`src/rtl/core/jep_pkg.sv`:
```
// ----------------------------------------------------------------------------
// jep_pkg
// Shared port widths and register map of the Josephus elimination block.
// ----------------------------------------------------------------------------
`default_nettype none

package jep_pkg;

    localparam int KEY_PORT_W    = 16;
    localparam int POS_PORT_W    = 7;
    localparam int FIRST_COUNT_W = 16;
    localparam int CFG_DATA_W    = 32;
    localparam int CFG_ADDR_W    = 3;
    localparam int REG_IDX_W     = 1;

    localparam logic [REG_IDX_W-1:0] REG_FIRST_COUNT = 1'b0;

endpackage

`default_nettype wire

```
`src/rtl/core/jep_mod.sv`:
```
// ----------------------------------------------------------------------------
// jep_mod
// Iterative remainder unit: one restoring bit per cycle.
// ----------------------------------------------------------------------------
`default_nettype none

module jep_mod #(
    parameter int KEY_BITS = 16,
    parameter int CNT_W    = 7
) (
    input  wire logic                aclk,
    input  wire logic                aresetn,
    input  wire logic                start,
    input  wire logic [KEY_BITS-1:0] dividend,
    input  wire logic [CNT_W-1:0]    divisor,
    output logic                     done,
    output logic [CNT_W-1:0]         remainder
);

    localparam int ITER_W = $clog2(KEY_BITS + 1);
    localparam logic [ITER_W-1:0] ITER_INIT = ITER_W'(KEY_BITS);
    localparam logic [ITER_W-1:0] ITER_ONE  = ITER_W'(1);

    logic                busy_reg;
    logic                done_reg;
    logic [ITER_W-1:0]   iter_reg;
    logic [KEY_BITS-1:0] sh_reg;
    logic [CNT_W-1:0]    div_reg;
    logic [CNT_W-1:0]    rem_reg;

    logic [CNT_W:0]      trial;
    logic [CNT_W:0]      diff;
    logic [CNT_W-1:0]    rem_next;

    always_comb begin
        trial = {rem_reg, sh_reg[KEY_BITS-1]};
        diff  = trial - {1'b0, div_reg};
        if (trial >= {1'b0, div_reg}) begin
            rem_next = diff[CNT_W-1:0];
        end else begin
            rem_next = trial[CNT_W-1:0];
        end
    end

    always_ff @(posedge aclk) begin
        if (!aresetn) begin
            busy_reg <= 1'b0;
            done_reg <= 1'b0;
            iter_reg <= '0;
        end else begin
            done_reg <= 1'b0;
            if (start) begin
                busy_reg <= 1'b1;
                iter_reg <= ITER_INIT;
            end else if (busy_reg) begin
                iter_reg <= iter_reg - ITER_ONE;
                if (iter_reg == ITER_ONE) begin
                    busy_reg <= 1'b0;
                    done_reg <= 1'b1;
                end
            end
        end
    end

    always_ff @(posedge aclk) begin
        if (start) begin
            sh_reg  <= dividend;
            div_reg <= divisor;
            rem_reg <= '0;
        end else if (busy_reg) begin
            sh_reg  <= {sh_reg[KEY_BITS-2:0], 1'b0};
            rem_reg <= rem_next;
        end
    end

    assign done      = done_reg;
    assign remainder = rem_reg;

endmodule

`default_nettype wire

```
`src/rtl/core/josephus_elimination_order.sv`:
```
// ----------------------------------------------------------------------------
// josephus_elimination_order
// Password Josephus ring: loads keys, then emits the full removal order.
// ----------------------------------------------------------------------------
// Input channel (s_*): one request per person, in ring order. A request
// without s_last_person stores its key. Keys beyond
// MAX_PEOPLE are dropped. The request with s_last_person closes the ring.
// Output channel (m_*): one request per removal, m_last_removed on the last.
// Each removal walks to the next living person, reduces the current step
// value modulo the living count in the bit-serial remainder unit, walks
// along the living positions to the counted one, removes that person and
// reads the removed person's key from the key memory. The walk over the
// alive mask and the remainder unit set the time per removal. s_ready stays
// low from the last key until the final removal has been placed in the
// output register.
// A finished removal waits in the output register while the next one is
// computed; the block stalls only when a second removal is ready and m_ready
// is still low. Reset clears the ring and sets first_count to 1; the key
// memory is not cleared. first_count is written through the APB port at
// address 0; the user must do so only while the block is idle, the block does not enforce it.
// ----------------------------------------------------------------------------
`default_nettype none

module josephus_elimination_order
    import jep_pkg::*;
#(
    parameter int MAX_PEOPLE = 64,
    parameter int KEY_BITS   = 16
) (
    input  wire logic                  aclk,
    input  wire logic                  aresetn,

    input  wire logic                  psel,
    input  wire logic                  penable,
    input  wire logic                  pwrite,
    input  wire logic [CFG_ADDR_W-1:0] paddr,
    input  wire logic [CFG_DATA_W-1:0] pwdata,
    output logic      [CFG_DATA_W-1:0] prdata,
    output logic                       pready,

    input  wire logic                  s_valid,
    output logic                       s_ready,
    input  wire logic [KEY_PORT_W-1:0] s_person_key,
    input  wire logic                  s_last_person,

    output logic                       m_valid,
    input  wire logic                  m_ready,
    output logic [POS_PORT_W-1:0]      m_removed_person,
    output logic                       m_last_removed
);

    localparam int IDX_W = $clog2(MAX_PEOPLE);
    localparam int CNT_W = $clog2(MAX_PEOPLE + 1);
    localparam logic [CNT_W-1:0] MAX_CNT  = CNT_W'(MAX_PEOPLE);
    localparam logic [CNT_W-1:0] CNT_ONE  = CNT_W'(1);
    localparam logic [IDX_W-1:0] LAST_POS = IDX_W'(MAX_PEOPLE - 1);

    typedef enum logic [2:0] {
        ST_IDLE,
        ST_SEEK,
        ST_MOD,
        ST_WALK,
        ST_KEY
    } state_t;

    state_t                   state_reg, state_next;
    logic [FIRST_COUNT_W-1:0] first_count_reg;
    logic [CNT_W-1:0]         loaded_reg, loaded_next;
    logic [CNT_W-1:0]         rem_reg, rem_next;
    logic [CNT_W-1:0]         cnt_reg, cnt_next;
    logic [IDX_W-1:0]         pos_reg, pos_next;
    logic [KEY_BITS-1:0]      step_reg, step_next;
    logic [MAX_PEOPLE-1:0]    alive_reg, alive_next;
    logic                     m_valid_reg, m_valid_next;
    logic [POS_PORT_W-1:0]    m_pos_reg, m_pos_next;
    logic                     m_last_reg, m_last_next;

    logic [KEY_BITS-1:0]      key_mem [MAX_PEOPLE];
    logic [KEY_BITS-1:0]      rd_data_reg;
    logic                     mem_we;

    logic [31:0]              key_wide;
    logic [31:0]              fc_wide;
    logic [CNT_W-1:0]         loaded_new;
    logic [IDX_W-1:0]         pos_inc;
    logic                     out_free;
    logic                     div_start;
    logic                     div_done;
    logic [CNT_W-1:0]         div_rem;
    logic [CNT_W-1:0]         count_x;
    logic [REG_IDX_W-1:0]     reg_idx;
    logic                     cfg_we;

    assign key_wide   = 32'(s_person_key);
    assign fc_wide    = 32'(first_count_reg);
    assign loaded_new = (loaded_reg < MAX_CNT) ? loaded_reg + CNT_ONE : loaded_reg;
    assign pos_inc    = (pos_reg == LAST_POS) ? '0 : pos_reg + IDX_W'(1);
    assign out_free   = !m_valid_reg || m_ready;
    assign count_x    = (div_rem == '0) ? rem_reg : div_rem;

    assign reg_idx = paddr[CFG_ADDR_W-1:2];
    assign cfg_we  = psel && penable && pwrite && (reg_idx == REG_FIRST_COUNT);
    assign pready  = 1'b1;
    assign prdata  = (reg_idx == REG_FIRST_COUNT) ? CFG_DATA_W'(first_count_reg) : '0;

    jep_mod #(
        .KEY_BITS (KEY_BITS),
        .CNT_W    (CNT_W)
    ) u_mod (
        .aclk      (aclk),
        .aresetn   (aresetn),
        .start     (div_start),
        .dividend  (step_reg),
        .divisor   (rem_reg),
        .done      (div_done),
        .remainder (div_rem)
    );

    always_comb begin
        state_next   = state_reg;
        loaded_next  = loaded_reg;
        rem_next     = rem_reg;
        cnt_next     = cnt_reg;
        pos_next     = pos_reg;
        step_next    = step_reg;
        alive_next   = alive_reg;
        m_valid_next = m_valid_reg && !m_ready;
        m_pos_next   = m_pos_reg;
        m_last_next  = m_last_reg;
        mem_we       = 1'b0;
        div_start    = 1'b0;

        case (state_reg)
            ST_IDLE: begin
                if (s_valid) begin
                    mem_we      = (loaded_reg < MAX_CNT);
                    loaded_next = loaded_new;
                    if (s_last_person) begin
                        for (int i = 0; i < MAX_PEOPLE; i++) begin
                            alive_next[i] = (CNT_W'(i) < loaded_new);
                        end
                        rem_next   = loaded_new;
                        pos_next   = '0;
                        step_next  = fc_wide[KEY_BITS-1:0];
                        state_next = ST_SEEK;
                    end
                end
            end
            ST_SEEK: begin
                if (alive_reg[pos_reg]) begin
                    div_start  = 1'b1;
                    state_next = ST_MOD;
                end else begin
                    pos_next = pos_inc;
                end
            end
            ST_MOD: begin
                if (div_done) begin
                    cnt_next   = count_x - CNT_ONE;
                    state_next = ST_WALK;
                end
            end
            ST_WALK: begin
                if (cnt_reg != '0) begin
                    pos_next = pos_inc;
                    if (alive_reg[pos_inc]) begin
                        cnt_next = cnt_reg - CNT_ONE;
                    end
                end else if (out_free) begin
                    m_valid_next        = 1'b1;
                    m_pos_next          = POS_PORT_W'(pos_reg) + POS_PORT_W'(1);
                    m_last_next         = (rem_reg == CNT_ONE);
                    alive_next[pos_reg] = 1'b0;
                    rem_next            = rem_reg - CNT_ONE;
                    if (rem_reg == CNT_ONE) begin
                        loaded_next = '0;
                        alive_next  = '0;
                        pos_next    = '0;
                        step_next   = '0;
                        state_next  = ST_IDLE;
                    end else begin
                        state_next = ST_KEY;
                    end
                end
            end
            ST_KEY: begin
                step_next  = rd_data_reg;
                pos_next   = pos_inc;
                state_next = ST_SEEK;
            end
            default: begin
                state_next = ST_IDLE;
            end
        endcase
    end

    always_ff @(posedge aclk) begin
        if (!aresetn) begin
            state_reg       <= ST_IDLE;
            first_count_reg <= FIRST_COUNT_W'(1);
            loaded_reg      <= '0;
            rem_reg         <= '0;
            cnt_reg         <= '0;
            pos_reg         <= '0;
            step_reg        <= '0;
            alive_reg       <= '0;
            m_valid_reg     <= 1'b0;
        end else begin
            state_reg   <= state_next;
            loaded_reg  <= loaded_next;
            rem_reg     <= rem_next;
            cnt_reg     <= cnt_next;
            pos_reg     <= pos_next;
            step_reg    <= step_next;
            alive_reg   <= alive_next;
            m_valid_reg <= m_valid_next;
            if (cfg_we) begin
                first_count_reg <= pwdata[FIRST_COUNT_W-1:0];
            end
        end
    end

    always_ff @(posedge aclk) begin
        m_pos_reg  <= m_pos_next;
        m_last_reg <= m_last_next;
    end

    always_ff @(posedge aclk) begin
        if (mem_we) begin
            key_mem[loaded_reg[IDX_W-1:0]] <= key_wide[KEY_BITS-1:0];
        end
        rd_data_reg <= key_mem[pos_reg];
    end

    assign s_ready          = (state_reg == ST_IDLE);
    assign m_valid          = m_valid_reg;
    assign m_removed_person = m_pos_reg;
    assign m_last_removed   = m_last_reg;

endmodule

`default_nettype wire

```
`config.mk`:
```
export PLATFORM = sky130hd
export DESIGN_NAME = josephus_elimination_order
export DESIGN_NICKNAME = d
export VERILOG_FILES = /design/src/rtl/core/jep_pkg.sv /design/src/rtl/core/jep_mod.sv /design/src/rtl/core/josephus_elimination_order.sv
export SDC_FILE = /design/constraint.sdc
export NUM_CORES = 2
export LEC_CHECK = 0
export BUFFER_PORTS_ARGS = -buffer_cell sky130_fd_sc_hd__buf_4
export CORE_ASPECT_RATIO = 2
export CORE_MARGIN = 2
export CORE_UTILIZATION = 57
export CTS_BUF_LIST = sky130_fd_sc_hd__clkbuf_16
export CTS_CLUSTER_DIAMETER = 40
export DETAILED_ROUTE_END_ITERATION = 16
export PLACE_DENSITY = 0.74
export SYNTH_ARGS = -nofsm -noshare
export SYNTH_HDL_FRONTEND = slang
export SYNTH_SLANG_ARGS = --single-unit
```
`constraint.sdc`:
```
create_clock -name aclk -period 4.2 [get_ports aclk]
set_input_delay 0 -clock aclk [delete_from_list [all_inputs] [get_ports aclk]]
set_output_delay 0 -clock aclk [all_outputs]
set_load 0.03 [all_outputs]
```
==> out/metrics.yaml <==
worst_setup_path:
  crit_path_max_incr_delay_ns: 1.39
  crit_fanout: 27
  critPathLaunch: "pos_reg[0]"
  timing.rr.end: "rd_data_reg[13]"
  worstPathArrival_ns: 4.76
  rrSetupSlack_ns: -0.04
  crit_chain: "inv_1 -> nor3_4 -> buf_4 -> buf_4 -> a22o_1 -> a221oi_1 -> nand3_1 -> a222oi_1 -> nand3_1"
  cp_slowest_cell: "a222oi_1"
  rr_worst_depth: 9
  critPathLaunchType: "flop"
  cp-end-kind: "flop"
  reg2reg_from: "pos_reg[0]"
  cp-endpoint: "rd_data_reg[13]"
  path_class: "reg -> reg"
  worst-endpoint-required_ns: 4.72
layout:
  stdcell_area_mm2: 0.05425
  layout.nets: 3525
  largest_register_ff_count: 1024
  drive_gt1_frac: 0.1507
  utilization: 0.6511
  final_cells: 4605
  area_growth_pct: 13.66
run:
  cap_violations: 0
pwr:
  power.density_mw_per_mm2: 494.8
  total_power_mw: 26.85
  vdd_drop_max_uv: 357.7
  clock_power_share: 0.350
  power.switching_mw: 7.347
  p_leak_nw: 17.47
  p_int_mw: 19.50
  swShare: 0.2737
  seqPwrFrac: 0.509
  comb_power_share: 0.141
floorplan:
  initial_core_util: 0.5728
  top_level_ports: 102
  rows: 150
  die_area_mm2: 0.08622
  core_mm2: 0.08333
  chipWidth_um: 208.6
  die_height_um: 413.3
clock_tree:
  clkSinkCount: 1212
  numCtsBuffers: 102
  h-tree-depth: 3
  clk_latency_ns: 0.74
  tritoncts: "done"
  clk_pin_slew_ns: 0.07
  cts-root-buf: "clkbuf_16"
  cts_buffer_depth: 3
timing:
  fin_skew_ns: 0.04049
  setup_tns_ns: -0.04191
  rsz0062_at_grt: "false"
  layout_setup_ws_ns: -0.04191
  slew_headroom: -0.05373
  hold_viol_final: 0
  tightest_slew_ns: 1.581
  maxSlewViolCount: 2
  setup_violations: 1
  post-route-min-period_ns: 4.242
  max_clock_freq_ghz: 0.2357
  hold-worst-slack_ns: 0.07966
  post-route-period-util: 1.010
detailed_routing:
  ant_nets: 0
  drc: 0
  finalWirelength_um: 154400
  via_count: 32380
  vias_per_cell: 7.032
  drt-initial-drc-count: 4421
  post_drt_wl_per_cell_um: 33.53
  dr.pass1.iters: 9
grt:
  grt_max_degree: 66
  grt_pass1_vias: 31900
  antenna_found_initial: 11
  grtUsageTotal: 0.3581
  grt-ovfl-total: 0
  grt_pass1_wl_um: 220000
synthesis:
  syn_avg_cell_area_um2: 14.71
  synth-seq-area-share: 0.7295
  synth_ff_type: "edfxtp_1"
  synth_edf_count: 1055
  syn_area_mm2: 0.04773
  synthArstFlopShare: 0
  synth.distinct_cells: 86
  syn_inst: 3244
  yosys_warnings: 0
  ys_seq_elements: 1212
placed_design:
  dp_hpwl_um: 98610
  gp_congestion: 1.020
  port_buffers: 66
  place_ws_ns: 0.3392
  post-place-cells: 4355
  placed_area_mm2: 0.05031
worst_hold_path:
  hold_path_class: "in -> reg"
  hold_start: "pwrite"
run_status:
  status: "finished with violations"
  violations: "slew limit, setup timing"
[power groups by stage]
stage	clock network, mW	registers [mW]	logic [mW]
2_1_floorplan	0	13.7	2.09
5_1_grt	9.88	13.7	3.95
4_1_cts	9.43	13.7	3.59
6_report	9.40	13.7	3.78
3_5_place_dp	0	13.9	3.54
3_3_place_gp	0	13.9	3.46
[cell type report]
type | instances | area (um2)
sequential | 1212 | 34830
fill | 5763 | 29080
multi-input combinational | 1773 | 11790
timing repair buffer | 332 | 2834
clock buffer | 105 | 2628
tap | 1064 | 1331
clock inverter | 85 | 714.4
inverter | 30 | 116.4
antenna | 4 | 10.01
[cells in the mapped netlist, types with 6 or more instances]
cell type | n | area (um2)
a211o_1 | 7 | 61.31
a211oi_1 | 29 | 217.7
a21oi_1 | 215 | 1076
a221oi_1 | 110 | 963.4
a22o_1 | 70 | 613.1
a22oi_1 | 312 | 2342
a31oi_1 | 71 | 444.2
a41oi_1 | 12 | 105.1
and3_1 | 9 | 56.30
buf_1 | 33 | 123.9
buf_2 | 74 | 370.4
buf_4 | 26 | 195.2
buf_6 | 6 | 67.56
clkbuf_1 | 105 | 394.1
dfxtp_1 | 157 | 3143
edfxtp_1 | 1055 | 31680
ha_1 | 14 | 175.2
inv_1 | 27 | 101.4
mux2_1 | 6 | 67.56
mux2_2 | 51 | 574.3
mux2i_1 | 53 | 530.5
mux4_2 | 9 | 202.7
nand2_1 | 129 | 484.2
nand2b_1 | 8 | 50.05
nand3_1 | 48 | 240.2
nand4_1 | 32 | 200.2
nor2_1 | 186 | 698.2
nor2b_1 | 30 | 187.7
nor3_1 | 32 | 160.2
nor4_1 | 8 | 50.05
o211ai_1 | 15 | 112.6
o21ai_0 | 147 | 735.7
o21ai_1 | 9 | 45.04
o22ai_1 | 12 | 75.07
o41ai_1 | 6 | 52.55
or3_1 | 7 | 43.79
xnor2_1 | 11 | 96.34
xor2_1 | 10 | 87.58
[worst min-delay path by stage]
stage                          to  slack (ns)  depth (start not counted)
6_report       first_count_reg[1]        0.08                          4
5_1_grt        first_count_reg[6]        0.13                          4
4_1_cts        first_count_reg[1]        0.05                          4
3_5_place_dp   first_count_reg[0]        0.23                          3
3_3_place_gp   first_count_reg[0]        0.22                          3
2_1_floorplan       key_mem[0][0]         0.1                          0
[metal layers]
| metal | global-route usage | part of all wire |
|---|---|---|
| met5 | 0 | 0.00062 |
| met4 | 0.3006 | 0.10 |
| met3 | 0.07740 | 0.097 |
| met2 | 0.6059 | 0.49 |
| met1 | 0.3849 | 0.31 |
[layout by cell type (no fill, tap or decap), drive strengths merged, types with 8 or more instances in the layout]
cell,instances
a22o,70
a22oi,312
nand2b,8
o22ai,12
buf,278
a21oi,216
a221oi,110
nand3,48
a31oi,71
inv,56
xor2,10
nor3,35
o21ai,157
and3,9
clkbuf,105
mux2i,53
clkinv,47
a41oi,12
nor2,186
ha,14
conb,17
dlygate4sd3,54
a211oi,29
mux4,9
nand4,32
dfxtp,157
mux2,57
xnor2,13
nor2b,30
nor4,11
edfxtp,1055
nand2,130
o211ai,15
[what timing repair did]
action | CTS | global route
gates resized for setup | 0 | 2
hold buffers | 54 | 0
endpoints found under the hold margin | 1077 | 0
buffers inserted | 0 | 2
setup endpoints to repair | 0 | 2
[critical path: cells and delay by family (launching register included)]
| kind | cells | cell delay [ns] |
|---|---|---|
| buffers and inverters | 3 | 0.81 |
| AOI/OAI and AO/OA | 3 | 1.88 |
| DFF | 1 | 0.45 |
| and+or+nand+nor | 3 | 0.86 |
[cells by family (layout without fill, tap and decap cells)]
group / Yosys count / count (layout) / share of synthesized area
DFF: 1212 / 1212 / 0.7295
AOI/OAI and AO/OA: 1072 / 1072 / 0.1540
and+or+nand+nor: 527 / 527 / 0.05208
buffers and inverters: 274 / 552 / 0.02653
muxes: 119 / 119 / 0.02881
xor gates and xnor gates: 23 / 23 / 0.004771
adders and majority gates: 15 / 15 / 0.004089
other: 2 / 21 / 0.0001573
Note: power is estimated with default switching activity, not from simulation.
